$ cat src/ffd_pkg.sv
// ffd_pkg: shared types, register codes and helpers for fractional_feedback_delay.
// No dependencies; imported by the controller, the datapath and the top level.
`default_nettype none

package ffd_pkg;

    localparam logic [1:0] CFG_DELAY_TARGET   = 2'd0;
    localparam logic [1:0] CFG_SMOOTHING_RATE = 2'd1;
    localparam logic [1:0] CFG_FEEDBACK_GAIN  = 2'd2;
    localparam logic [1:0] CFG_MIX_LEVEL      = 2'd3;

    localparam logic [15:0] RST_DELAY_TARGET   = 16'd0;
    localparam logic [15:0] RST_SMOOTHING_RATE = 16'd655;
    localparam logic [15:0] RST_FEEDBACK_GAIN  = 16'd16384;
    localparam logic [15:0] RST_MIX_LEVEL      = 16'd16384;

    localparam logic [16:0] ONE_Q15 = 17'd32768;

    typedef struct packed {
        logic clear;
        logic load;
        logic gmul;
        logic gupd;
        logic addr;
        logic rd0;
        logic rd1;
        logic interp;
        logic delay;
        logic mix;
        logic write;
        logic push;
    } t_cmd;

    typedef struct packed {
        logic wi_last;
        logic out_free;
    } t_sts;

    function automatic logic signed [15:0] sat16(input logic signed [19:0] v);
        logic signed [15:0] r;
        if (v > 20'sd32767) begin
            r = 16'sh7fff;
        end else if (v < -20'sd32768) begin
            r = 16'sh8000;
        end else begin
            r = v[15:0];
        end
        return r;
    endfunction

endpackage

`default_nettype wire

$ cat src/ffd_ctrl.sv
// ffd_ctrl: sequencer for the clearing pass and the per-item steps.
// Depends on ffd_pkg (t_cmd, t_sts).
`default_nettype none

module ffd_ctrl import ffd_pkg::*; (
    input  wire logic i_clk,
    input  wire logic i_rst_n,
    input  wire logic i_in_valid,
    output logic      o_in_ready,
    input  wire t_sts i_sts,
    output t_cmd      o_cmd
);

    typedef enum logic [3:0] {
        S_CLEAR,
        S_IDLE,
        S_GMUL,
        S_GUPD,
        S_ADDR,
        S_RD0,
        S_RD1,
        S_INTERP,
        S_DELAY,
        S_MIX,
        S_WRITE,
        S_PUSH
    } t_state;

    t_state r_state;
    t_state n_state;

    always_comb begin
        n_state = r_state;
        unique case (r_state)
            S_CLEAR:  if (i_sts.wi_last) n_state = S_IDLE;
            S_IDLE:   if (i_in_valid) n_state = S_GMUL;
            S_GMUL:   n_state = S_GUPD;
            S_GUPD:   n_state = S_ADDR;
            S_ADDR:   n_state = S_RD0;
            S_RD0:    n_state = S_RD1;
            S_RD1:    n_state = S_INTERP;
            S_INTERP: n_state = S_DELAY;
            S_DELAY:  n_state = S_MIX;
            S_MIX:    n_state = S_WRITE;
            S_WRITE:  n_state = i_sts.out_free ? S_IDLE : S_PUSH;
            S_PUSH:   if (i_sts.out_free) n_state = S_IDLE;
            default:  n_state = S_CLEAR;
        endcase
    end

    always_ff @(posedge i_clk) begin
        if (!i_rst_n) begin
            r_state <= S_CLEAR;
        end else begin
            r_state <= n_state;
        end
    end

    assign o_in_ready = (r_state == S_IDLE);

    always_comb begin
        o_cmd        = '0;
        o_cmd.clear  = (r_state == S_CLEAR);
        o_cmd.load   = (r_state == S_IDLE) && i_in_valid;
        o_cmd.gmul   = (r_state == S_GMUL);
        o_cmd.gupd   = (r_state == S_GUPD);
        o_cmd.addr   = (r_state == S_ADDR);
        o_cmd.rd0    = (r_state == S_RD0);
        o_cmd.rd1    = (r_state == S_RD1);
        o_cmd.interp = (r_state == S_INTERP);
        o_cmd.delay  = (r_state == S_DELAY);
        o_cmd.mix    = (r_state == S_MIX);
        o_cmd.write  = (r_state == S_WRITE);
        o_cmd.push   = (r_state == S_PUSH) && i_sts.out_free;
    end

endmodule

`default_nettype wire

$ cat config.mk
export PLATFORM = sky130hd
export DESIGN_NAME = ffd_ctrl
export DESIGN_NICKNAME = d
export VERILOG_FILES = /design/src/ffd_pkg.sv /design/src/ffd_ctrl.sv
export SDC_FILE = /design/constraint.sdc
export NUM_CORES = 1
export LEC_CHECK = 0
export CAP_MARGIN = 0
export CELL_PAD_IN_SITES_DETAIL_PLACEMENT = 0
export CELL_PAD_IN_SITES_GLOBAL_PLACEMENT = 2
export CORE_AREA = 10 10 47 49
export CTS_BUF_LIST = sky130_fd_sc_hd__clkbuf_8
export DETAILED_ROUTE_END_ITERATION = 7
export DIE_AREA = 0 0 57 59
export DONT_BUFFER_PORTS = 1
export PLACE_DENSITY = 0.7
export SLEW_MARGIN = 20
export SYNTH_ARGS = -nofsm -noshare
export SYNTH_HDL_FRONTEND = slang
export SYNTH_SLANG_ARGS = --single-unit
$ cat constraint.sdc
create_clock -name i_clk -period 1.2 [get_ports i_clk]
set_input_delay 0.12 -clock i_clk [delete_from_list [all_inputs] [get_ports i_clk]]
set_output_delay 0.12 -clock i_clk [all_outputs]
set_load 0.005 [all_outputs]
# --- Word level (Yosys, flattened, before mapping) ---
# Index checks and enable logic that the tools add are counted.
totals:
  latchBits: 0
  out_inout_bits: 13
  register_bits: 4
  n_memories: 0
  ram_bits: 0
  romBits: 0
  wordCells: 24
  in_bits: 5
op_classes:
  n_shift: 0
  n_div: 0
  n_lt_le_gt_ge: 0
  add_sub_neg: 0
  n_eq_ne: 14
  mul: 0
  n_mux: 5
  reduce_logical: 4
  n_bitwise: 0
op_table:
  columns: ["operator", "count"]
  rows:
  - ["one-hot mux 4 bit (12 select lines)", 1]
  - ["== test 4 x 3 -> 1 bit (second input constant)", 4]
  - ["== test 4 bit (second input constant)", 4]
  - ["two-way mux 4 bit", 4]
  - ["== test 4 x 2 -> 1 bit (second input constant)", 2]
  - ["!= test 2 bit (second input constant)", 3]
  - ["== test 4 x 1 -> 1 bit (second input constant)", 1]
  - ["logical NOT 4 bit", 1]
  - ["AND reduction 3 bit", 1]
  - ["logical AND 1 bit", 2]

# --- Logic depth before layout (Yosys ltp) ---
# Gate-level depths: netlist of the first run.
depth:
  depth_word: 3
  mapped_depth: 4
  mapped_depth_nobuf: 3

# --- Least setup slack after synthesis of the first run ---
# No wires, ideal clock.
synth_path:
  path_kind: "reg2reg"
  start: "register r_state[3]"
  end: "register r_state[0]"
  arrival_time_ns: 0.936
  setup_slack_ns: 0.150
  stages_incl_launch_ff: 5
  synth_period_minus_slack_ns: 1.050
  setup_ns: 0.115
  required_ns: 1.085
  cell_sequence: "dfxtp_1 -> buf_4 -> nor4_4 -> a21oi_1 -> o21a_1"
synth_rtl:
  columns: ["element", "line", "rtl"]
  rows:
  - ["start: declaration", "ffd_ctrl.sv:29", "t_state r_state;"]
  - ["start signal: assignment", "ffd_ctrl.sv:55", "r_state <= n_state;"]

==> impl_metrics.csv, run 1 <==
group,metric,value,unit
setup_path,crit_arrival,1130,ps
layout,diodes,0,
logic_synthesis,postSynthAreaPerCell,7.01,sq um
timing,whs,58.2,ps
clock_tree,path_clk_slew,30,ps
detailed_routing,num_vias,368,
grt,grt_pass1_wl,1920,um
logic_synthesis,synth_edf_count,0,
clock_tree,clockBufferDepth,2,
timing,fin_skew,4.22,ps
clock_tree,numCtsBuffers,3,
timing,hold_violations,0,
grt,grtUsageTotal,0.0743,
detailed_routing,totalWireLength,1190,um
layout,final_cells,73,
logic_synthesis,synthFlopType,"dfxtp_1",
logic_synthesis,synth_top_area_share,0.238,
power,power,637,uW
clock_tree,insertion_delay,220,ps
timing,setup_viol,2,
detailed_routing,drc,0,
job,cap_violations,0,
clock_tree,cts_root_buf,"clkbuf_8",
logic_synthesis,syn_inst,48,
power,power.density,1170,mW/mm^2
power,p_leak,0.209,nW
logic_synthesis,synth.area.top_cells,"dfxtp_1 (24%), nor3_1 (12%), nand2b_1 (7.4%), nor4_4 (6.3%), a21oi_1 (5.9%)",
logic_synthesis,synth_common_cells,"nor3_1 (8), nor2_1 (5)",
floorplanning,ios,18,
layout,final_util,0.388,
clock_tree,h-tree-depth,1,
layout,syn2layout_area_growth,61.7,%
place,place_inst,70,
min_path,hold_class,"input port to register",
layout,regMostFlops,"r_state",
floorplanning,die_y,59,um
timing,fmax,800,MHz
grt,grt_pass1_vias,380,
detailed_routing,wire_per_inst,16.4,um
power,ir_drop,0.522,mV
timing,period_share,1.04,
floorplanning,core_region_area,0.00140,sq mm
setup_path,crit_path_end_kind,"output port",
place,dpl_cell_area,409,sq um
logic_synthesis,syn-cell-area,337,sq um
setup_path,worstPathMaxFanout,5,
status,status,"finished, violations left",
timing,period_minus_slack,1250,ps
detailed_routing,drtIter0Drc,3,
detailed_routing,postRouteAntennaNets,0,
setup_path,path_class,"register to output port",
grt,gr-total-overflow,0,
layout,reg_top3,"r_state: 4 flops",
timing,layout_setup_ws,-49.6,ps
timing,grt_setup_unrepaired,"true",
layout,largest_reg_flops,4,
setup_path,crit_path_start_kind,"register",
floorplanning,dieArea,0.00336,sq mm
detailed_routing,avgViaCountPerCell,5.04,
place,portBuffers,0,
timing,drv_slew,0,
clock_tree,ctsHoldBuffers,0,
setup_path,critPathRequiredTime,1080,ps
timing,relSlewSlack,0.825,
clock_tree,cts.sink_count,4,
layout,fin_nets,64,
detailed_routing,dr.pass1.iters,2,
grt,grt_max_degree,11,
logic_synthesis,ys_ff_latch,4,
status,violations,"setup timing",
place,place_congestion,0.710,
layout,post-route-cell-area,544,sq um
grt,antenna_found_initial,0,
layout,drive_above_1_share,0.596,
floorplanning,die_w,57,um
logic_synthesis,yosysTopAreaCell,"dfxtp_1",
logic_synthesis,synth_cell_types,21,
logic_synthesis,synth_most_common_cell,"nor3_1",
clock_tree,cts_tree,"built",
logic_synthesis,yosysWarnings,0,
timing,worst_pin_slew,261,ps
logic_synthesis,syn_nets,53,
floorplanning,initial_core_util,0.240,
logic_synthesis,async_flop_share,0,
logic_synthesis,ys_seq_area_frac,0.238,
floorplanning,row_count,14,
-- layout by cell type (no fill, tap or decap), drive strengths merged --
master	n
buf	10
or4	1
inv	4
a2bb2oi	1
nor4	2
mux2	1
nand2b	4
or3	1
dfxtp	4
xor2	1
o21a	1
and2	1
o2111ai	1
nor2	5
a21oi	4
or2	1
o21ai	1
clkbuf	3
nand2	3
nor3	8
-- cell type report --
type / count / area, sq um
Fill cell: 154 / 857
Clock buffer: 3 / 41.3
Sequential cell: 4 / 88.8
Multi-Input combinational cell: 36 / 293
Tap cell: 16 / 20.0
Inverter: 4 / 15.0
Timing Repair Buffer: 10 / 86.3
-- cells by family after synthesis --
group,synth area share
compound gates,0.149
xor+xnor,0.0260
flops,0.238
buf+inv,0.112
mux,0.0335
simple gates,0.442
-- path summary, 6_finish.rpt --
| kind | start | endpoint | slack, ps | depth (start not counted) |
|---|---|---|---|---|
| max | r_state[3]$_SDFFE_PN0P_ | o_cmd[11] | -50 | 3 |
| max reg2reg | r_state[0]$_SDFFE_PN0P_ | r_state[1]$_SDFFE_PN0P_ | 50 | 3 |
| min reg2reg | r_state[3]$_SDFFE_PN0P_ | r_state[2]$_SDFFE_PN0P_ | 570 | 2 |
| min | i_rst_n | r_state[1]$_SDFFE_PN0P_ | 60 | 2 |
-- worst max-delay path, cell delays in order, from the launching register on --
cell and delay (ps):
dfxtp_2 320, buf_6 130, nor4_4 290, buf_4 160
-- metal layers --
metal	vias to the layer above	global-route usage	share of wire	wire length (um)
li1	186	-	-	-
met1	166	0.0784	0.41	488
met2	11	0.113	0.50	599
met3	5	0.0258	0.049	59
met4	0	0.0705	0.039	46
met5	-	0	0	0
-- repair_timing --
item	in CTS	in global routing
pin swaps	2	3
endpoints found under the setup margin	12	13
setup buffers	0	0
resized for setup	10	14
-- where the power goes --
group	switching (mW)	leakage, nW	internal [mW]
Sequential	0.0180	0.0345	0.145
Combinational	0.0877	0.153	0.0976
Clock	0.0743	0.0216	0.214
-- stage by stage --
| step | setup WS (ps) | setup TNS, ps |
|---|---|---|
| 5_1_grt | -83.4 | -320 |
| 6_report | -49.6 | -53.7 |
| 3_3_place_gp | 73.3 | 0 |
| 4_1_cts | -89.1 | -122 |
| 3_5_place_dp | 19.6 | 0 |
| 2_1_floorplan | 150 | 0 |
(Power assumes the default switching activity.)
==> run 2, diff against run 1 <==
--- a/config.mk
+++ b/config.mk
@@ -6,14 +6,12 @@
 export NUM_CORES = 1
 export LEC_CHECK = 0
 export CAP_MARGIN = 0
-export CELL_PAD_IN_SITES_DETAIL_PLACEMENT = 0
-export CELL_PAD_IN_SITES_GLOBAL_PLACEMENT = 2
 export CORE_AREA = 10 10 47 49
 export CTS_BUF_LIST = sky130_fd_sc_hd__clkbuf_8
 export DETAILED_ROUTE_END_ITERATION = 7
 export DIE_AREA = 0 0 57 59
 export DONT_BUFFER_PORTS = 1
-export PLACE_DENSITY = 0.7
+export PLACE_DENSITY = 0.44
 export SLEW_MARGIN = 20
 export SYNTH_ARGS = -nofsm -noshare
 export SYNTH_HDL_FRONTEND = slang
==> constraint.sdc (replaced) <==
create_clock -name i_clk -period 1.2 [get_ports i_clk]
set_input_delay 0 -clock i_clk [delete_from_list [all_inputs] [get_ports i_clk]]
set_output_delay 0 -clock i_clk [all_outputs]
set_load 0.005 [all_outputs]
==> run 2 against run 1 <==
The flow now finishes without violations. Worst hold slack got worse by 47 ps. Sequential power fell by 4%. Cell area fell by 8.3%. Combinational power fell by 8%. Final cell count rose by 4.1%. Highest routed layer unchanged. Critical path depth did not move. Global-route usage fell by 0.56 points. Utilization fell by 3.2 points. Clock skew rose by 2.6 ps.
==> impl_metrics.csv, run 2 (same netlist as run 1, synthesis figures left out) <==
group,metric,value,unit
status,status,"finished clean",
layout,syn2layout_area_growth,48.3,%
layout,post-route-cell-area,499,sq um
place,pre_cts_slack,77.5,ps
floorplanning,core_region_area,0.00140,sq mm
setup_path,critPathRequiredTime,1200,ps
clock_tree,cts_root_buf,"clkbuf_8",
floorplanning,initial_core_util,0.240,
grt,met2_usage,0.109,
clock_tree,path_clk_slew,40,ps
layout,fin_nets,67,
setup_path,crit_top_cell,"buf_4",
job,cap_violations,0,
layout,final_cells,76,
place,dpl_cell_area,417,sq um
setup_path,cpPeakStageDelay,310,ps
layout,diodes,0,
grt,grt_busiest_layer,"met2",
min_path,hold_class,"input port to register",
setup_path,crit_path_start_kind,"register",
setup_path,path_class,"register to output port",
setup_path,r2r_slack,90,ps
place,hpwl,857,um
grt,antenna_found_initial,0,
grt,grt_pass1_vias,374,
timing,period_share,0.952,
setup_path,crit_slowest_cell,"dfxtp_1",
floorplanning,die_y,59,um
clock_tree,cts_tree,"built",
floorplanning,row_count,14,
power,p_leak,0.206,nW
layout,multi_input_area,235,sq um
timing,setup_viol,0,
detailed_routing,drtIter0Drc,7,
layout,num-fill-cells,156,
layout,final_util,0.356,
floorplanning,die_w,57,um
grt,gr-usage-met1,0.0655,
floorplanning,ios,18,
layout,drive_above_1_share,0.333,
floorplanning,dieArea,0.00336,sq mm
power,ir_drop,0.398,mV
timing,relSlewSlack,0.831,
clock_tree,numCtsBuffers,3,
layout,regMostFlops,"r_state",
setup_path,crit_path_end_kind,"output port",
place,portBuffers,0,
detailed_routing,wire_per_inst,14.3,um
place,place_inst,71,
setup_path,worstPathMaxFanout,7,
layout,largest_reg_flops,4,
grt,grt_max_degree,8,
setup_path,path_buf_inv,2,
detailed_routing,num_vias,372,
detailed_routing,drc,0,
grt,grtUsageMet3,0.0472,
timing,fin_skew,6.80,ps
layout,final_common_cell,"buf_4",
timing,hold_violations,0,
timing,drv_slew,0,
place,place_congestion,0.727,
clock_tree,h-tree-depth,1,
setup_path,crit_chain,"buf_4 -> nor4_4 -> buf_4",
grt,grtUsageTotal,0.0688,
detailed_routing,avgViaCountPerCell,4.89,
detailed_routing,totalWireLength,1080,um
grt,grt_pass1_wl,1780,um
setup_path,crit_arrival,1140,ps
setup_path,critical-path-top-delay-family,"buffers and inverters",
timing,grt_setup_unrepaired,"true",
detailed_routing,postRouteAntennaNets,0,
clock_tree,cts.sink_count,4,
timing,period_minus_slack,1140,ps
layout,layout_common_cells,"buf_4 (10), nor3_1 (6), nor2_1 (5)",
detailed_routing,dr.pass1.iters,3,
timing,fmax,875,MHz
grt,gr-total-overflow,0,
timing,worst_pin_slew,251,ps
layout,seq_area,81.3,sq um
timing,layout_setup_ws,57.1,ps
clock_tree,insertion_delay,220,ps
clock_tree,cts_setup_buffers,0,
power,power.density,1250,mW/mm^2
clock_tree,clockBufferDepth,2,
layout,reg_top3,"r_state: 4 flops",
## run 2: what timing repair did
item / in CTS / in global routing
hold buffers: 2 / 0
pin swaps: 0 / 1
gates resized for setup: 1 / 4
endpoints found under the hold margin: 2 / 0
setup endpoints to repair: 2 / 3
## run 2: tightest hold or removal path, stage by stage
cell and delay [ps]:
inv_1 30, a21oi_1 50, o21a_1 100
## run 2: stage by stage
stage               power, mW  setup TNS (ps)  hold slack, ps
finish                  0.622               0            11.0
global route            0.655           -6.76            16.2
CTS                     0.620               0            5.67
detailed placement      0.311               0            87.8
global placement        0.313               0            86.9
floorplan               0.251               0            76.9
## run 2: final cells by class
class | instances | area share
repair buffers | 13 | 0.213
flip-flops and latches | 4 | 0.163
inverters | 4 | 0.0301
well taps | 16 | 0.0401
multi-input cells | 36 | 0.471
clock buffers | 3 | 0.0827
## run 2: worst paths after layout
check                          startpoint                 endpoint  depth (start not counted)
setup / recovery  r_state[3]$_SDFFE_PN0P_                o_cmd[11]                          3
hold reg to reg   r_state[3]$_SDFFE_PN0P_  r_state[1]$_SDFFE_PN0P_                          3
hold / removal                   i_sts[1]  r_state[0]$_SDFFE_PN0P_                          3
setup reg to reg  r_state[0]$_SDFFE_PN0P_  r_state[1]$_SDFFE_PN0P_                          3
## run 2: where the power goes
group | switching (mW) | internal [mW] | total (mW)
clock network | 0.0805 | 0.215 | 0.295
logic | 0.0810 | 0.0892 | 0.170
registers | 0.0120 | 0.144 | 0.156
## run 2: routing by layer
metal | vias to the layer above | routed length, um | part of all wire
met5 | - | 0 | 0
met4 | 0 | 19 | 0.018
met3 | 5 | 92 | 0.085
met2 | 10 | 512 | 0.47
met1 | 167 | 459 | 0.42
li1 | 190 | - | -
